File: config.mk
export PLATFORM = sky130hd
export DESIGN_NAME = key_matrix_scanner_top
export DESIGN_NICKNAME = d
export VERILOG_FILES = /design/src/design/kms_pkg.sv /design/src/design/key_matrix_scanner_top.sv
export SDC_FILE = /design/constraint.sdc
export NUM_CORES = 1
export LEC_CHECK = 0
export BUFFER_PORTS_ARGS = -buffer_cell sky130_fd_sc_hd__buf_2
export CAP_MARGIN = 20
export CORE_MARGIN = 1.5
export CORE_UTILIZATION = 60
export DETAILED_ROUTE_END_ITERATION = 7
export PLACE_DENSITY = 0.91
export REMOVE_ABC_BUFFERS = 1
export SETUP_SLACK_MARGIN = 0.1
export SLEW_MARGIN = 20
export SYNTH_ARGS = -nofsm -noshare
export SYNTH_HDL_FRONTEND = slang
export SYNTH_SLANG_ARGS = --single-unit
File: constraint.sdc
create_clock -name clock -period 7.5 [get_ports clock]
set_input_delay 0.375 -clock clock [delete_from_list [all_inputs] [get_ports clock]]
set_output_delay 0.375 -clock clock [all_outputs]
set_load 0.05 [all_outputs]
File: src/design/kms_pkg.sv
// shared constants and types of the key matrix scanner
package kms_pkg;

   localparam int PIN_COUNT_DEFAULT = 21;
   localparam int HOLD_WIDTH        = 32;
   localparam int TICK_WIDTH        = 8;
   localparam int CSR_INDEX_WIDTH   = 2;
   localparam int CSR_DATA_WIDTH    = 32;
   localparam logic [TICK_WIDTH-1:0] TICK_RESET = 8'd10;

   typedef enum logic [CSR_INDEX_WIDTH-1:0] {
      CSR_INPUT_MASK  = 2'd0,
      CSR_OUTPUT_MASK = 2'd1,
      CSR_GROUND_MASK = 2'd2,
      CSR_TICK        = 2'd3
   } csr_index_type;

   typedef enum logic [1:0] {
      ST_IDLE = 2'b01,
      ST_SCAN = 2'b10
   } scan_state_type;

endpackage

File: src/design/key_matrix_scanner_top.sv
// key matrix scanner: one pin sample in, one drive pattern and scan result out
// a result beat appears in the cycle after its sample beat is taken
// throughput: one sample per cycle, set by the single registered step of the scan state
// a sample is taken while the result register is empty or being drained
// reset (synchronous, active high) clears the scan state, hold time and flag;
// masks clear and the tick interval returns to 10
module key_matrix_scanner_top #(
   parameter int PIN_COUNT = kms_pkg::PIN_COUNT_DEFAULT
) (
   input  logic                                 clock,
   input  logic                                 reset,
   input  logic                                 req_valid,
   output logic                                 req_stall,
   input  logic [PIN_COUNT-1:0]                 req_pin_levels,
   output logic                                 rsp_valid,
   input  logic                                 rsp_stall,
   output logic [PIN_COUNT-1:0]                 rsp_drive_levels,
   output logic                                 rsp_scan_done,
   output logic [PIN_COUNT-1:0]                 rsp_key_code,
   output logic [kms_pkg::HOLD_WIDTH-1:0]       rsp_hold_time,
   output logic                                 rsp_repeat_flag,
   input  logic                                 csr_valid,
   output logic                                 csr_ready,
   input  logic [kms_pkg::CSR_INDEX_WIDTH-1:0]  csr_index,
   input  logic [kms_pkg::CSR_DATA_WIDTH-1:0]   csr_wdata
);

   localparam int PosWidth = (PIN_COUNT > 1) ? $clog2(PIN_COUNT) : 1;
   localparam int HoldW    = kms_pkg::HOLD_WIDTH;
   localparam int TickW    = kms_pkg::TICK_WIDTH;

   function automatic logic [PosWidth-1:0] top_bit(input logic [PIN_COUNT-1:0] v);
      logic [PosWidth-1:0] pos;
      pos = '0;
      for (int i = 0; i < PIN_COUNT; i++) begin
         if (v[i]) begin
            pos = PosWidth'(i);
         end
      end
      return pos;
   endfunction

   function automatic logic [PIN_COUNT-1:0] pos_bit(input logic [PosWidth-1:0] p);
      return {{(PIN_COUNT-1){1'b0}}, 1'b1} << p;
   endfunction

   // configuration
   logic [PIN_COUNT-1:0] in_mask_ff, out_mask_ff, gnd_mask_ff;
   logic [TickW-1:0]     tick_ff;

   // scan state
   kms_pkg::scan_state_type state_ff, state_in;
   logic [PIN_COUNT-1:0] pend_ff, pend_in;
   logic [PosWidth-1:0]  in_pos_ff, in_pos_in;
   logic [PosWidth-1:0]  out_pos_ff, out_pos_in;
   logic [PIN_COUNT-1:0] acc_ff, acc_in;
   logic [PIN_COUNT-1:0] prev_key_ff, prev_key_in;
   logic [HoldW-1:0]     held_ff, held_in;
   logic                 repeat_ff, repeat_in;

   // result register
   logic                 rsp_valid_ff, rsp_valid_in;
   logic [PIN_COUNT-1:0] drive_ff, drive_in;
   logic                 done_ff, done_in;
   logic [PIN_COUNT-1:0] code_ff, code_in;

   logic                 req_take;
   logic [PIN_COUNT-1:0] inbit, outbit, lower_outs, pend_next, out_bit_new;
   logic                 finish, hit;
   logic [HoldW:0]       held_sum;

   assign csr_ready = 1'b1;
   assign req_stall = rsp_valid_ff & rsp_stall;
   assign req_take  = req_valid & ~req_stall;

   always_ff @(posedge clock) begin
      if (reset) begin
         in_mask_ff  <= '0;
         out_mask_ff <= '0;
         gnd_mask_ff <= '0;
         tick_ff     <= kms_pkg::TICK_RESET;
      end else if (csr_valid) begin
         case (kms_pkg::csr_index_type'(csr_index))
            kms_pkg::CSR_INPUT_MASK:  in_mask_ff  <= csr_wdata[PIN_COUNT-1:0];
            kms_pkg::CSR_OUTPUT_MASK: out_mask_ff <= csr_wdata[PIN_COUNT-1:0];
            kms_pkg::CSR_GROUND_MASK: gnd_mask_ff <= csr_wdata[PIN_COUNT-1:0];
            kms_pkg::CSR_TICK:        tick_ff     <= csr_wdata[TickW-1:0];
            default: ;
         endcase
      end
   end

   always_comb begin
      state_in    = state_ff;
      pend_in     = pend_ff;
      in_pos_in   = in_pos_ff;
      out_pos_in  = out_pos_ff;
      acc_in      = acc_ff;
      prev_key_in = prev_key_ff;
      held_in     = held_ff;
      repeat_in   = repeat_ff;
      finish      = 1'b0;
      hit         = 1'b0;
      inbit       = pos_bit(in_pos_ff);
      outbit      = pos_bit(out_pos_ff);
      lower_outs  = out_mask_ff & (outbit - {{(PIN_COUNT-1){1'b0}}, 1'b1});
      pend_next   = pend_ff & (inbit - {{(PIN_COUNT-1){1'b0}}, 1'b1});
      held_sum    = {1'b0, held_ff} + (HoldW+1)'(tick_ff);

      case (state_ff)
         kms_pkg::ST_IDLE: begin
            acc_in  = '0;
            pend_in = ~req_pin_levels & in_mask_ff;
            if ((|pend_in) && (|out_mask_ff)) begin
               state_in   = kms_pkg::ST_SCAN;
               in_pos_in  = top_bit(pend_in);
               out_pos_in = top_bit(out_mask_ff);
            end else begin
               finish = 1'b1;
            end
         end
         kms_pkg::ST_SCAN: begin
            hit = ~|(req_pin_levels & inbit);
            if (hit) begin
               acc_in = acc_ff | inbit | outbit;
            end
            if (hit || !(|lower_outs)) begin
               pend_in = pend_next;
               if ((|pend_next) && (|out_mask_ff)) begin
                  in_pos_in  = top_bit(pend_next);
                  out_pos_in = top_bit(out_mask_ff);
               end else begin
                  finish = 1'b1;
               end
            end else begin
               out_pos_in = top_bit(lower_outs);
            end
         end
         default: begin
            finish = 1'b1;
         end
      endcase

      code_in = finish ? acc_in : '0;
      if (finish) begin
         if ((|acc_in) && (acc_in == prev_key_ff)) begin
            held_in   = held_sum[HoldW] ? {HoldW{1'b1}} : held_sum[HoldW-1:0];
            repeat_in = 1'b1;
         end else begin
            held_in = '0;
         end
         prev_key_in = acc_in;
         state_in    = kms_pkg::ST_IDLE;
         pend_in     = '0;
         in_pos_in   = '0;
         out_pos_in  = '0;
         acc_in      = '0;
      end

      out_bit_new = pos_bit(out_pos_in);
      if (state_in != kms_pkg::ST_SCAN) begin
         drive_in = '0;
      end else if (out_bit_new == gnd_mask_ff) begin
         drive_in = out_mask_ff;
      end else begin
         drive_in = out_mask_ff & ~out_bit_new;
      end
      done_in = finish;

      if (req_take) begin
         rsp_valid_in = 1'b1;
      end else if (!rsp_stall) begin
         rsp_valid_in = 1'b0;
      end else begin
         rsp_valid_in = rsp_valid_ff;
      end
   end

   always_ff @(posedge clock) begin
      if (reset) begin
         state_ff     <= kms_pkg::ST_IDLE;
         pend_ff      <= '0;
         in_pos_ff    <= '0;
         out_pos_ff   <= '0;
         acc_ff       <= '0;
         prev_key_ff  <= '0;
         held_ff      <= '0;
         repeat_ff    <= 1'b0;
         rsp_valid_ff <= 1'b0;
      end else begin
         rsp_valid_ff <= rsp_valid_in;
         if (req_take) begin
            state_ff    <= state_in;
            pend_ff     <= pend_in;
            in_pos_ff   <= in_pos_in;
            out_pos_ff  <= out_pos_in;
            acc_ff      <= acc_in;
            prev_key_ff <= prev_key_in;
            held_ff     <= held_in;
            repeat_ff   <= repeat_in;
         end
      end
   end

   always_ff @(posedge clock) begin
      if (req_take) begin
         drive_ff <= drive_in;
         done_ff  <= done_in;
         code_ff  <= code_in;
      end
   end

   assign rsp_valid        = rsp_valid_ff;
   assign rsp_drive_levels = drive_ff;
   assign rsp_scan_done    = done_ff;
   assign rsp_key_code     = code_ff;
   assign rsp_hold_time    = held_ff;
   assign rsp_repeat_flag  = repeat_ff;

endmodule

==> results.cfg, run 1 <==
[setup_path]
path_max_fanout = 21
startpoint_type = register
path_class = reg2reg
crit_required_ns = 7.84
cp.arrival_ns = 7.14
endpoint_kind = register

[placement]
place_congestion = 0.9582
dpl.cell_count = 2073
place_area_um2 = 14030
port-buffer-count = 126
hpwl_um = 28710

[logic_synthesis]
ys_types = 96
yosysMostFrequentCell = nand2_1
synthFlopType = dfxtp_1
yosysWarningCount = 0
yosysTopAreaCellShare_pct = 27.15
synth_area_per_cell_um2 = 7.576
synth_cells = 1752
seq_area_frac_synth_pct = 36.87
synth-seq-cells = 223
ys_top_cells_by_area = dfxtp_1 (27%), edfxtp_1 (9.7%), a21oi_1 (8.3%), nand2_1 (7.3%), nor2_1 (5.5%)
syn_area_um2 = 13270
synth_edf_count = 43
async_flop_share_pct = 0
yosys.area.top_type = dfxtp_1
synth.top_cells.by_count = nand2_1 (259), a21oi_1 (221), nor2_1 (194), dfxtp_1 (180), clkbuf_1 (87)

[sta]
fin_setup_tns_ns = 0
slew_headroom_pct = 19.97
slew_violations = 0
fmax_mhz = 147.2
rsz0062_at_grt = no
finalCriticalPeriod_ns = 6.794
worstMarginPinSlew_ns = 1.198
finClkSkew_ns = 0.009355
setup_violations = 0
hold_slack_ns = 0.08190
period_share_pct = 90.58
hold_viol = 0

[cells_and_area]
syn_to_final_growth_pct = 12.14
multi_input_area_um2 = 7765
nets = 1892
fillers = 1820
insertedDiodeCount = 0
layoutNonFillerInstCount = 2117
design_area_um2 = 14890
drive_above_1_share_pct = 13.39
final_util_pct = 68.42
regArea_um2 = 4895

[outcome]
outcome = finished, final reports clean

[hold_path]
hp-class = in2reg

[pwr]
power_switching_mw = 1.073
pwr-share-comb_pct = 22.8
p_per_area_nw_per_um2 = 221.2
p_clk_share_pct = 38.1
p_seq_share_pct = 39.1
switching_share_pct = 32.60
power.leakage_nw = 5.705
internal_power_mw = 2.219
vdd_drop_max_mv = 0.1875

[routing]
drc_errors = 0
via_per_inst = 6.554
num_vias = 13875
drtAntennaViolNets = 0
detail_route.wl_per_cell_um = 19.52
drt-total-wl_um = 41330
detail_route.iter0.violations = 1660
drtPass1Iterations = 6

[global_routing]
grt_antenna_before_repair = 0
grt_pass1_vias = 12257
grt_max_degree = 105
grt_usage_pct = 35.02
overflow = 0
grt_pass1_wl_um = 63870

[clock_network]
clockBufferDepth = 3
clk_pin_slew_ns = 0.06
clock_sinks = 223
clock_latency_ns = 0.53
cts-resized-gates = 0
numCtsBuffers = 24
cts_max_level = 1
cts_root_buffer = clkbuf_16
cts_post_setup_buffers_inserted = 0
cts_tree = built
cts_hold_buf = 0

[floorplan]
io_pins = 139
fp.dieH_um = 151.7
initial_core_util_pct = 61.01
core_area_um2 = 21760
die_w_um = 151.7
rows = 54
die-area_um2 = 23030

[job]
max_cap_viol_count = 0
per-stage QoR:
step / worst slack (ns) / total power, mW
finish: 0.7062 / 3.292
global route: 0.5021 / 3.398
CTS: 0.9206 / 3.281
detailed placement: 1.022 / 2.039
global placement: 1.072 / 2.028
floorplan: 0.6990 / 1.781
power groups by stage:
stage | Sequential, mW | Combinational [mW] | Clock, mW
final | 1.29 | 0.752 | 1.25
after global routing | 1.29 | 0.810 | 1.30
after CTS | 1.28 | 0.734 | 1.26
after detailed placement | 1.31 | 0.730 | 0
after global placement | 1.31 | 0.719 | 0
after floorplan | 1.36 | 0.418 | 0
cells by family after synthesis:
group	count (synthesis)	share of synthesized area [%]
buf+inv	154	4.798
other cells	1	0.02825
fa+ha+maj	13	1.282
xor+xnor	30	1.979
simple gates	795	28.87
compound gates	515	24.48
mux	21	1.687
flops	223	36.87
placed cells by master, fill, tap and decap left out, types with 17 or more instances in the layout:
cell type	n
a21oi_1	221
a22oi_1	31
a31oi_1	29
and3_1	17
buf_2	125
buf_4	37
clkbuf_16	26
dfxtp_1	180
edfxtp_1	43
inv_1	31
nand2_1	258
nand2b_1	29
nand3_1	68
nand4_1	28
nor2_1	193
nor2b_1	25
nor3_1	59
o211ai_1	20
o21ai_0	74
xor2_1	22
per-layer routing:
layer  wire length (um)  share of wire [%]  vias up  track usage, %
met3               3868                9.4      153           5.389
met4               1865                4.5        0           15.87
li1                   -                  -     6489               -
met5                  0                  0        -               0
met2              18750                 45      793           55.50
met1              16850                 41     6440           47.05
critical path, stage by stage, from the launching register on:
cell and delay, ns:
dfxtp_1 0.77, inv_1 0.24, nor2_1 0.38, nand2_1 0.17
ha_1 0.33, buf_4 0.23, or4_1 0.40, a21o_1 0.21
and3_1 0.17, and4b_1 0.20, and3_1 0.19, o21ai_0 0.34
o211a_1 0.49, nand3_1 0.23, o31ai_1 0.63, xor2_1 0.13
or4_1 0.49, or4_4 0.68, a31oi_1 0.30
final cells by class:
class	instances	area share (%)
clock buffer	35	4.934
inverter	33	0.8321
multi-input combinational	1375	52.16
sequential	223	32.88
tap	280	2.354
timing repair buffer	162	6.069
clock inverter	9	0.7649
flip-flops by register name (all words and copies together) (netlist names), 2 cells and up:
signal and cells:
rsp_hold_time 32, acc_ff 21, gnd_mask_ff 21, in_mask_ff 21, out_mask_ff 21, pend_ff 21, prev_key_ff 21, rsp_drive_levels 21
rsp_key_code 21, tick_ff 8, in_pos_ff 5, out_pos_ff 5, state_ff 2
worst paths after layout:
check | from | end | slack (ns) | cells after the start
max | out_pos_ff[0]$_SDFFE_PP0P_ | rsp_drive_levels[16]$_SDFFCE_PP0P_ | 0.71 | 18
max reg2reg | out_pos_ff[0]$_SDFFE_PP0P_ | rsp_drive_levels[16]$_SDFFCE_PP0P_ | 0.71 | 18
min reg2reg | in_mask_ff[19]$_SDFFE_PP0P_ | in_mask_ff[19]$_SDFFE_PP0P_ | 0.46 | 2
min | req_valid | rsp_valid$_SDFFE_PP0P_ | 0.08 | 3
No activity file was read; power rests on OpenSTA's default activity.
==> run 2: changes to the inputs <==
==> constraint.sdc (replaced) <==
create_clock -name clock -period 7.5 [get_ports clock]
set_input_delay 1.5 -clock clock [delete_from_list [all_inputs] [get_ports clock]]
set_output_delay 1.5 -clock clock [all_outputs]
set_load 0.05 [all_outputs]
==> results.cfg, run 2 (same netlist as run 1, synthesis figures left out) <==
[outcome]
outcome = finished, final reports clean

[routing]
detail_route.iter0.violations = 1545
drt-total-wl_um = 42770
drc_errors = 0
num_vias = 13946
detail_route.wl_per_cell_um = 20.14
via_per_inst = 6.569
drtAntennaViolNets = 0
drtPass1Iterations = 6

[job]
max_cap_viol_count = 0

[setup_path]
r2r_end = rsp_drive_levels[16]$_SDFFCE_PP0P_
crit_required_ns = 7.84
worstRegToRegCells = 18
cp.arrival_ns = 7.19
rrSetupSlack_ns = 0.65
rr_startpoint = out_pos_ff[0]$_SDFFE_PP0P_
path_max_fanout = 21
endpoint_kind = register
path_class = reg2reg
startpoint_type = register

[placement]
port-buffer-count = 126
place_congestion = 0.9695
dpl_worst_slack_ns = 0.9074
dpl.cell_count = 2079
hpwl_um = 29920

[global_routing]
grt_pass1_wl_um = 65480
grt_max_degree = 102
grt_usage_pct = 35.96
grt_antenna_before_repair = 0
grt_pass1_vias = 12563
overflow = 0

[sta]
slew_headroom_pct = 25.99
fin_setup_tns_ns = 0
hold_viol = 0
fmax_mhz = 146.0
finalCriticalPeriod_ns = 6.849
slew_violations = 0
period_share_pct = 91.32
worstMarginPinSlew_ns = 1.110
fin_ws_ns = 0.6512
setup_violations = 0
rsz0062_at_grt = no
finClkSkew_ns = 0.01523
hold_slack_ns = 0.4545

[clock_network]
numCtsBuffers = 24
clk_pin_slew_ns = 0.06
cts_root_buffer = clkbuf_16
cts_hold_buf = 0
clockBufferDepth = 3
cts_max_level = 1
clock_latency_ns = 0.53
clock_sinks = 223
cts-resized-gates = 0
cts_tree = built
cts_post_setup_buffers_inserted = 0

[floorplan]
die-area_um2 = 23030
rows = 54
fp.dieH_um = 151.7
die_w_um = 151.7
core_area_um2 = 21760
initial_core_util_pct = 61.01
io_pins = 139

[pwr]
pwr-share-comb_pct = 23.8
internal_power_mw = 2.178
vdd_drop_max_mv = 0.1723
switching_share_pct = 32.93
p_per_area_nw_per_um2 = 218.2
p_seq_share_pct = 39.6
power_switching_mw = 1.069
power.leakage_nw = 5.726
p_clk_share_pct = 36.6

[hold_path]
whs_endpoint = acc_ff[6]$_SDFFE_PP0P_
worstHoldStart = acc_ff[6]$_SDFFE_PP0P_
hp-class = reg2reg
hold_depth = 2

[cells_and_area]
layout_common_cells = nand2_1 (258), a21oi_1 (221), nor2_1 (193)
layoutNonFillerInstCount = 2123
insertedDiodeCount = 0
nets = 1899
largest_reg_flops = 32
syn_to_final_growth_pct = 12.13
layout_commonest_cell = nand2_1
drive_above_1_share_pct = 13.62
[run 2: changes by cell type in the layout (fill, tap and decap cells not counted), moves of 2 or more]
| cell | delta |
|---|---|
| clkinv_4 | -3 |
| clkinv_2 | +5 |
| buf_4 | +6 |
| clkinvlp_4 | -2 |
[run 2: layer usage]
metal	GRT usage, %	vias up	part of all wire (%)
met3	5.838	133	9.5
met2	58.96	770	47
met4	13.13	0	3.8
li1	-	6499	-
met5	0	-	0
met1	47.72	6544	40
[run 2: worst max-delay path by stage]
stage               slack (ns)                  startpoint                                 end  cells after the start
floorplan                 0.70   in_pos_ff[4]$_SDFFE_PP0P_   rsp_drive_levels[2]$_SDFFCE_PP0P_                     16
global placement          0.95  out_pos_ff[0]$_SDFFE_PP0P_  rsp_drive_levels[14]$_SDFFCE_PP0P_                     18
detailed placement        0.91  out_pos_ff[0]$_SDFFE_PP0P_  rsp_drive_levels[16]$_SDFFCE_PP0P_                     18
CTS                       0.85  out_pos_ff[0]$_SDFFE_PP0P_  rsp_drive_levels[16]$_SDFFCE_PP0P_                     18
global route              0.45  out_pos_ff[0]$_SDFFE_PP0P_  rsp_drive_levels[16]$_SDFFCE_PP0P_                     18
finish                    0.65  out_pos_ff[0]$_SDFFE_PP0P_  rsp_drive_levels[16]$_SDFFCE_PP0P_                     18
[run 2: area by class of cell]
cell class                 instances  area, um^2
clock buffer                      36       726.9
clock inverter                     7       62.56
fill                            1797        6872
inverter                          33       125.1
multi-input combinational       1375        7765
sequential                       223        4895
tap                              280       350.3
timing repair buffer             169       959.7
[run 2: worst max-delay path, cell delays in order (launching register included)]
cell,delay [ns]
dfxtp_1,0.78
inv_1,0.24
nor2_1,0.38
nand2_1,0.18
ha_1,0.32
buf_4,0.23
or4_1,0.40
a21o_1,0.21
and3_1,0.16
and4b_1,0.20
and3_1,0.20
o21ai_0,0.40
o211a_1,0.48
nand3_1,0.23
or4_1,0.54
and3_1,0.20
or4_1,0.50
or4_4,0.68
a31oi_1,0.29
[run 2: power by group through the flow]
stage	logic [mW]	registers, mW	clock network [mW]
2_1_floorplan	0.418	1.36	0
6_report	0.772	1.29	1.19
3_3_place_gp	0.734	1.31	0
5_1_grt	0.823	1.29	1.23
3_5_place_dp	0.745	1.31	0
4_1_cts	0.749	1.28	1.19
[run 2: stage by stage]
stage	utilization (%)	cell area [um^2]	total power, mW
2_1_floorplan	-	12760	1.781
3_3_place_gp	64.70	14080	2.044
3_5_place_dp	64.70	14080	2.055
4_1_cts	68.33	14870	3.225
5_1_grt	68.42	14880	3.344
6_report	68.42	14880	3.248
